[src/rtl/core/gfcu_pkg.sv]
// Shared constants for the gyro frame check and heading unwrap block.
// Byte offsets of the checked frame fields, checksum seeds and turn thresholds.
// No dependencies.
package gfcu_pkg;

  // Widths of the stream payload
  localparam int IN_DATA_W  = 8;
  localparam int IN_USER_W  = 1;
  localparam int OUT_DATA_W = 80;
  localparam int OUT_USER_W = 2;

  // Only these burst positions are ever read, so only these are held
  localparam int TAPS = 8;

  localparam int TAP_RATE_LO = 0;
  localparam int TAP_RATE_HI = 1;
  localparam int TAP_RATE_CK = 2;
  localparam int TAP_HDG_LO  = 3;
  localparam int TAP_HDG_HI  = 4;
  localparam int TAP_HDG_X0  = 5;
  localparam int TAP_HDG_X1  = 6;
  localparam int TAP_HDG_CK  = 7;

  localparam int TAP_POS [TAPS] = '{6, 7, 10, 17, 18, 19, 20, 21};

  localparam logic [7:0] RATE_SEED    = 8'hA7;
  localparam logic [7:0] HEADING_SEED = 8'hA8;

  // 270 and 90 degrees in units of 180/32768 degree
  localparam logic [15:0] RAW_AT_270 = 16'd49152;
  localparam logic [15:0] RAW_AT_90  = 16'd16384;

  localparam logic signed [15:0] TURNS_MAX = 16'sh7FFF;
  localparam logic signed [15:0] TURNS_MIN = 16'sh8000;

  typedef logic [7:0] byte_t;

endpackage

[src/rtl/core/gyro_frame_check_and_unwrap.sv]
// Gyro serial frame check and heading unwrap, top level.
// A burst_end request's result appears on out_* from the result register in the cycle after acceptance.
// Throughput: one request per cycle while the result slot is free or being taken; set by the single result register.
// Data bytes are taken even while a result waits, burst_end waits for the result slot.
// Reset (rst_n low, synchronous) clears the held bytes, write position, held words,
// turn count and the result valid flag. Depends on gfcu_pkg.
module gyro_frame_check_and_unwrap
  import gfcu_pkg::*;
#(
  parameter int STORE_BYTES = 22
) (
  input  logic                  clk,
  input  logic                  rst_n,
  // Input stream: one received byte or an idle marker per request
  input  logic                  in_tvalid,
  output logic                  in_tready,
  input  logic [IN_DATA_W-1:0]  in_tdata,   // [7:0] rx_byte
  input  logic [IN_USER_W-1:0]  in_tuser,   // [0] burst_end
  // Result stream: one result per idle marker
  output logic                  out_tvalid,
  input  logic                  out_tready,
  output logic [OUT_DATA_W-1:0] out_tdata,  // [15:0] rate_raw, [31:16] heading_raw,
                                            // [47:32] turn_count, [79:48] unwrapped_heading
  output logic [OUT_USER_W-1:0] out_tuser   // [0] rate_fresh, [1] heading_fresh
);

  // Write position must be able to hold STORE_BYTES itself (saturation point)
  localparam int PW = $clog2(STORE_BYTES + 1);

  // ---------------------------------------------------------------------------
  // Handshake
  // ---------------------------------------------------------------------------
  logic in_fire;
  logic is_idle;
  logic byte_fire;
  logic idle_fire;

  assign is_idle   = in_tuser[0];
  // A data byte never produces a result, so it need not wait for the result slot
  assign in_tready = !out_tvalid || out_tready || !is_idle;
  assign in_fire   = in_tvalid && in_tready;
  assign byte_fire = in_fire && !is_idle;
  assign idle_fire = in_fire && is_idle;

  // ---------------------------------------------------------------------------
  // Burst store: write position and the bytes at the checked offsets.
  // Positions outside the taps are counted but never read, so not held.
  // ---------------------------------------------------------------------------
  logic [PW-1:0] wr_pos_r, wr_pos_nxt;
  byte_t         tap_r [TAPS];
  logic          store_open;

  assign store_open = wr_pos_r < PW'(STORE_BYTES);

  always_comb begin
    wr_pos_nxt = wr_pos_r;
    if (idle_fire) begin
      wr_pos_nxt = '0;
    end else if (byte_fire && store_open) begin
      wr_pos_nxt = wr_pos_r + PW'(1);
    end
  end

  always_ff @(posedge clk) begin
    if (!rst_n) begin
      wr_pos_r <= '0;
    end else begin
      wr_pos_r <= wr_pos_nxt;
    end
  end

  for (genvar g = 0; g < TAPS; g++) begin : g_tap
    always_ff @(posedge clk) begin
      if (!rst_n) begin
        tap_r[g] <= '0;
      end else if (byte_fire && store_open && wr_pos_r == PW'(TAP_POS[g])) begin
        tap_r[g] <= in_tdata[7:0];
      end
    end
  end

  // ---------------------------------------------------------------------------
  // Checksums over the held bytes (8-bit wrap-around sums)
  // ---------------------------------------------------------------------------
  byte_t       rate_sum;
  byte_t       hdg_sum;
  logic        rate_ok;
  logic        hdg_ok;
  logic [15:0] rate_word;
  logic [15:0] hdg_word;

  assign rate_sum  = RATE_SEED + tap_r[TAP_RATE_LO] + tap_r[TAP_RATE_HI];
  assign hdg_sum   = HEADING_SEED + tap_r[TAP_HDG_LO] + tap_r[TAP_HDG_HI]
                   + tap_r[TAP_HDG_X0] + tap_r[TAP_HDG_X1];
  assign rate_ok   = rate_sum == tap_r[TAP_RATE_CK];
  assign hdg_ok    = hdg_sum == tap_r[TAP_HDG_CK];
  assign rate_word = {tap_r[TAP_RATE_HI], tap_r[TAP_RATE_LO]};
  assign hdg_word  = {tap_r[TAP_HDG_HI], tap_r[TAP_HDG_LO]};

  // ---------------------------------------------------------------------------
  // Held words and turn tracking
  // ---------------------------------------------------------------------------
  logic [15:0]        rate_r, rate_nxt;
  logic [15:0]        hdg_r, hdg_nxt;
  logic [15:0]        prev_hdg_r, prev_hdg_nxt;
  logic signed [15:0] turns_r, turns_nxt;
  logic               wrap_up;
  logic               wrap_down;

  // Crossing north: from above 270 degrees to below 90, or the reverse
  assign wrap_up   = (hdg_r > RAW_AT_270) && (hdg_word < RAW_AT_90);
  assign wrap_down = (hdg_r < RAW_AT_90) && (hdg_word > RAW_AT_270);

  always_comb begin
    rate_nxt     = rate_r;
    hdg_nxt      = hdg_r;
    prev_hdg_nxt = prev_hdg_r;
    turns_nxt    = turns_r;
    if (idle_fire && rate_ok) begin
      rate_nxt = rate_word;
    end
    if (idle_fire && hdg_ok) begin
      prev_hdg_nxt = hdg_r;
      hdg_nxt      = hdg_word;
      priority if (wrap_up) begin
        if (turns_r != TURNS_MAX) turns_nxt = turns_r + 16'sd1;
      end else if (wrap_down) begin
        if (turns_r != TURNS_MIN) turns_nxt = turns_r - 16'sd1;
      end else begin
        turns_nxt = turns_r;
      end
    end
  end

  always_ff @(posedge clk) begin
    if (!rst_n) begin
      rate_r     <= '0;
      hdg_r      <= '0;
      prev_hdg_r <= '0;
      turns_r    <= '0;
    end else begin
      rate_r     <= rate_nxt;
      hdg_r      <= hdg_nxt;
      prev_hdg_r <= prev_hdg_nxt;
      turns_r    <= turns_nxt;
    end
  end

  // ---------------------------------------------------------------------------
  // Result register: load on an idle marker, drop valid once taken
  // ---------------------------------------------------------------------------
  logic                  out_valid_r, out_valid_nxt;
  logic [OUT_DATA_W-1:0] out_data_r;
  logic [OUT_USER_W-1:0] out_user_r;

  always_comb begin
    out_valid_nxt = out_valid_r;
    if (idle_fire) begin
      out_valid_nxt = 1'b1;
    end else if (out_tready) begin
      out_valid_nxt = 1'b0;
    end
  end

  always_ff @(posedge clk) begin
    if (!rst_n) begin
      out_valid_r <= 1'b0;
    end else begin
      out_valid_r <= out_valid_nxt;
    end
  end

  // Payload needs no reset; the previous heading is kept for reference only
  always_ff @(posedge clk) begin
    if (idle_fire) begin
      out_data_r <= {turns_nxt, hdg_nxt, turns_nxt, hdg_nxt, rate_nxt};
      out_user_r <= {hdg_ok, rate_ok};
    end
  end

  assign out_tvalid = out_valid_r;
  assign out_tdata  = out_data_r;
  assign out_tuser  = out_user_r;

  // ---------------------------------------------------------------------------
  // Assertions
  // ---------------------------------------------------------------------------
  a_idle_gives_result : assert property (@(posedge clk) disable iff (!rst_n)
    idle_fire |=> out_tvalid)
    else $error("idle marker accepted without a result");

  a_pos_bounded : assert property (@(posedge clk) disable iff (!rst_n)
    wr_pos_r <= PW'(STORE_BYTES))
    else $error("write position beyond store");

  a_pos_advance : assert property (@(posedge clk) disable iff (!rst_n)
    (byte_fire && store_open) |=> wr_pos_r == $past(wr_pos_r) + PW'(1))
    else $error("write position did not advance on a stored byte");

  a_turn_step : assert property (@(posedge clk) disable iff (!rst_n)
    ##1 (turns_r == $past(turns_r) || turns_r == $past(turns_r) + 16'sd1
         || turns_r == $past(turns_r) - 16'sd1))
    else $error("turn count moved by more than one");

  a_prev_tracks : assert property (@(posedge clk) disable iff (!rst_n)
    (idle_fire && hdg_ok) |=> prev_hdg_r == $past(hdg_r))
    else $error("previous heading not taken from held heading");

  a_unwrap_consistent : assert property (@(posedge clk) disable iff (!rst_n)
    out_tvalid |-> (out_tdata[79:64] == out_tdata[47:32]
                    && out_tdata[63:48] == out_tdata[31:16]))
    else $error("unwrapped heading disagrees with turn count or heading");

endmodule

[config.mk]
export PLATFORM = sky130hd
export DESIGN_NAME = gyro_frame_check_and_unwrap
export DESIGN_NICKNAME = d
export VERILOG_FILES = /design/src/rtl/core/gfcu_pkg.sv /design/src/rtl/core/gyro_frame_check_and_unwrap.sv
export SDC_FILE = /design/constraint.sdc
export NUM_CORES = 1
export LEC_CHECK = 0
export BUFFER_PORTS_ARGS = -buffer_cell sky130_fd_sc_hd__buf_2
export CAP_MARGIN = 30
export CORE_AREA = 2 2 153 117
export CTS_CLUSTER_DIAMETER = 200
export DETAILED_ROUTE_END_ITERATION = 12
export DIE_AREA = 0 0 155 119
export PLACE_DENSITY_LB_ADDON = 0.25
export SLEW_MARGIN = 10
export SYNTH_ARGS = -nofsm -noshare
export SYNTH_HDL_FRONTEND = slang
export SYNTH_SLANG_ARGS = --single-unit
[constraint.sdc]
create_clock -name clk -period 9.2 [get_ports clk]
set_input_delay 0.46 -clock clk [delete_from_list [all_inputs] [get_ports clk]]
set_output_delay 0.46 -clock clk [all_outputs]
set_load 0.01 [all_outputs]
---- Word level (Yosys, flattened, before mapping) ----
Memory sizes are Yosys's and may differ from the RTL's.
Cells that the tools add are included.
storage, ports and cells
  output and inout port bits .............. 84
  input bits .............................. 13
  logic and storage cells ................. 107
  bits in registers ....................... 136
  bits in writable memories ............... 64
  memories ................................ 1
memory list
  name   words  bits a word  rd ports  clocked after memory_dff  write ports  RTL line                           source
  tap_r  8      8            8         0                         8            gyro_frame_check_and_unwrap.sv:50  byte_t tap_r [TAPS];
cells by class
  mux-type cells .......................... 42
  $lt $le $gt $ge ......................... 5
  $add $sub $neg .......................... 9
  equal/unequal tests ..................... 12
  reduce and logical (&&, ||, !) cells .... 22
  bitwise gates (word level) .............. 9
operators with widths
  cell                                                                             number
  16-bit two-way mux                                                               7
  8-bit two-way mux                                                                8
  8-bit adder                                                                      4
  16-bit greater-than comparator (second input constant)                           2
  16-bit by 15-bit less-than comparator with 1-bit output (second input constant)  2
  16-bit inequality test (second input constant)                                   2
  1-bit two-way mux                                                                27
  5-bit equality test (second input constant)                                      5
  16-bit by 2-bit adder with 16-bit output (second input constant)                 1
  8-bit adder (first input constant)                                               2
  8-bit equality test                                                              2
  1-bit logical AND                                                                16
  16-bit by 2-bit subtractor with 16-bit output (second input constant)            1
  5-bit by 3-bit equality test with 1-bit output (second input constant)           2
  1-bit bitwise OR                                                                 8
  5-bit by 1-bit adder with 5-bit output (second input constant)                   1
  5-bit by 4-bit equality test with 1-bit output (second input constant)           1
  5-bit less-than comparator (second input constant)                               1
  1-bit logical NOT                                                                2
  1-bit logical OR                                                                 2
  2-bit nonzero test                                                               1
  2-bit OR reduction                                                               1
  1-bit NOT                                                                        1

---- Depth between registers and ports, before layout ----
  depth in word-level cells ............... 11
  depth in mapped cells ................... 16
  gate-level depth less buffers ........... 15

---- Worst setup path before layout ----
OpenSTA, ideal clock, no wires.
  kind .................................... register -> register
  start point ............................. mem tap_r[2][2] (netlist bit)
  end point ............................... reg out_data_r[56] (netlist: out_tdata[56]) (data pin)
  stages on the path, launching flop included .. 16
  period minus slack after synthesis ...... 4.311 ns
  arrival time ............................ 4.049 ns
  path buffers ............................ 1
  path slack .............................. 4.889 ns
  required time ........................... 8.938 ns
  setup time .............................. 0.262 ns
  cell sequence ........................... edfxtp_1 -> fa_1 -> inv_1 -> fa_1 -> inv_1 -> ha_1 -> ha_1 -> inv_1 -> fa_1 -> xor2_1 -> nand4_1 -> nor4_1 -> nand3_1 -> nor3_2 -> buf_2 -> mux2_2
RTL lines
  what                    RTL line                            source
  start: declaration      gyro_frame_check_and_unwrap.sv:50
  end signal: assignment  gyro_frame_check_and_unwrap.sv:176  out_data_r <= {turns_nxt, hdg_nxt, turns_nxt, hdg_nxt, rate_nxt};
  end: declaration        gyro_frame_check_and_unwrap.sv:153  logic [OUT_DATA_W-1:0] out_data_r;

==> impl_metrics.yaml <==
status:
  status: "complete, no violations"
pwr:
  power_per_cell_area_nw_per_um2: 180.4
  p_leak_nw: 3.895
  ir_worst_vdd_v: 0.0001187
hold_path:
  hp-start: "in_tvalid"
  holdPathStages: 3
  hold_path.class: "in2reg"
  min_to: "out_tvalid"
timing:
  clock.fmax_mhz: 202.2
  rsz0062_at_grt: "no"
  tightest_slew_ns: 0.8589
  slew_viol_final: 0
  clock_skew_ns: 0.01087
  finalHoldViolCount: 0
  holdWs_ns: 0.3121
  worst_slack_ns: 4.255
  slew_headroom: 0.4274
  setup_viol: 0
  min_period_over_period: 0.5375
  fin_crit_ns: 4.945
  setup_tns_ns: 0
die:
  dieArea_um2: 18450
  fp.coreArea_um2: 17180
  initial_utilization: 0.4857
  num_io_pins: 97
  die-width_um: 155
  die_h_um: 119
  core.rowCount: 42
global_route:
  grt_pass1_vias: 5204
  grt-ovfl-total: 0
  grt_usage: 0.1965
  grt_max_degree: 57
  grt_pass1_wl_um: 27760
  grt_antenna_before_repair: 0
worst_setup_path:
  crit_arrival_ns: 5.26
  end_kind: "register"
  r2r-end: "turns_r[0]"
  worstSetupStartpointType: "register"
  r2r_start: "tap_r[2][2]"
  r2r_setup_slack_ns: 4.26
  path_max_fanout: 17
  worst-setup-path-type: "reg2reg"
  rr_worst_depth: 15
  critPathRequiredTime_ns: 9.52
logic_synthesis:
  ys_ff_latch: 168
  yosysTopAreaCellShare: 0.4101
  yosys-top-cells-area: "edfxtp_1 (41%), dfxtp_1 (13%), and2_1 (8.0%)"
  synth_top_family_by_area: "simple AND/OR/NAND/NOR gates"
  yosys.area.top_type: "edfxtp_1"
  syn-num-nets: 760
  synth_edf_count: 114
  syn_area_per_cell_um2: 11.92
  synthSimpleGateAreaFrac: 0.1700
  async_flop_share: 0
  synthFlopType: "edfxtp_1"
  synth_fa_ha_area_frac: 0.08395
  synth_compound_area_frac: 0.05591
  synth_mux_area_frac: 0.04347
  ys_seq_area_frac: 0.5396
  yosysWarnings: 0
  synthCells: 700
  ys_types: 59
  syn_area_um2: 8347
  synthXorXnorAreaFrac: 0.04407
drt:
  drtIter0Drc: 348
  wl_met3_um: 842
  drcViolationCount: 0
  first_pass_iters: 7
  vias_per_cell: 5.330
  wl_um: 17360
  wl_per_cell_um: 17.12
  vias: 5405
  wl_met2_um: 7566
  wl_met1_um: 8692
  postRouteAntennaNets: 0
  highest_layer: "met4"
placement:
  dpl_worst_slack_ns: 4.278
  dp_hpwl_um: 12680
  gp_congestion: 0.8900
  dp_cells: 980
  io_buffers: 96
clocking:
  ctsHoldBuffers: 0
  htreeDepth: 4
  post_cts_resize_count: 0
  clk_pin_slew_ns: 0.06
  cts_root_buf: "clkbuf_16"
  clkLatencyLatePin_ns: 0.42
  cts_setup_buffers: 0
  cts.path.max_buffers: 2
  clock_sinks: 168
  cts_tree: "done"
  cts_buffers: 17
cells_and_area:
  layout_common_cells: "edfxtp_1 (114), and2_1 (107), buf_2 (102)"
  post_route_cells_drive_above_1_share: 0.2229
  final_common_cell: "edfxtp_1"
  nets: 841
  area_growth_pct: 12.89
  finalNonFillerCells: 1014
  antenna_cells: 0
job:
  maxCapViolations: 0
==> cells by family after synthesis <==
group                      count (synthesis)
buffers and inverters                    101
AOI/OAI and AO/OA                         72
xor gates and xnor gates                  42
and+or+nand+nor                          241
muxes                                     29
DFF                                      168
adders and majority gates                 47
==> layer usage <==
layer  global-route usage  vias to the layer above
met4              0.06076                        0
met2               0.2908                      163
met3              0.03566                       22
met1               0.2939                     2622
li1                     -                     2598
met5                    0                        -
==> through the flow <==
step | utilization | power, mW | area, um2
after floorplan | - | 0.9873 | 8347
after global routing | 0.5483 | 1.766 | 9423
after detailed placement | 0.5156 | 1.043 | 8860
final | 0.5483 | 1.700 | 9423
after CTS | 0.5478 | 1.712 | 9413
after global placement | 0.5131 | 1.038 | 8817
==> registers in the layout (all words and copies together) (netlist names) <==
name	count
tap_r	64
out_tdata	48
rate_r	16
hdg_r	16
out_tvalid	1
wr_pos_r	5
out_tuser	2
turns_r	16
==> worst max path at each step <==
stage,startpoint,endpoint
floorplan,tap_r[2][2],out_tdata[56]
global placement,tap_r[2][2],out_tdata[58]
detailed placement,tap_r[2][2],turns_r[0]
CTS,tap_r[2][2],turns_r[0]
global route,tap_r[2][2],turns_r[0]
finish,tap_r[2][2],turns_r[0]
==> where the power goes <==
| part | internal, mW | total (mW) | switching, mW |
|---|---|---|---|
| registers | 0.824 | 0.839 | 0.0143 |
| clock network | 0.373 | 0.672 | 0.299 |
| logic | 0.0726 | 0.189 | 0.116 |
==> worst max-delay path: stages, from the launching register on <==
cell	delay [ns]
edfxtp_1	0.45
fa_1	0.57
inv_1	0.06
fa_1	0.50
inv_1	0.04
ha_1	0.28
ha_1	0.22
inv_1	0.08
fa_1	0.43
xor2_1	0.16
nand4_1	0.10
nor4_1	0.37
nand4_1	0.71
a211oi_1	0.50
xnor2_1	0.19
and2_1	0.19
==> Yosys cell counts, types with 13 or more instances <==
cell and count:
dfxtp_1 54, a21oi_1 13, xnor2_1 24, mux2_2 18
clkbuf_1 13, fa_1 15, o21ai_0 21, edfxtp_1 114
nand4_1 20, and2_1 107, nand2_1 22, nor2_1 21
buf_4 32, ha_1 32, xor2_1 18, inv_1 51
==> layout make-up <==
class | instances | area [um2]
clock inverter | 14 | 123.9
timing repair buffer | 111 | 578.1
fill | 1461 | 7761
sequential | 168 | 4504
clock buffer | 18 | 429.2
multi-input combinational | 431 | 3317
tap | 220 | 275.3
inverter | 52 | 195.2
Power figures use the tool's default switching activity.
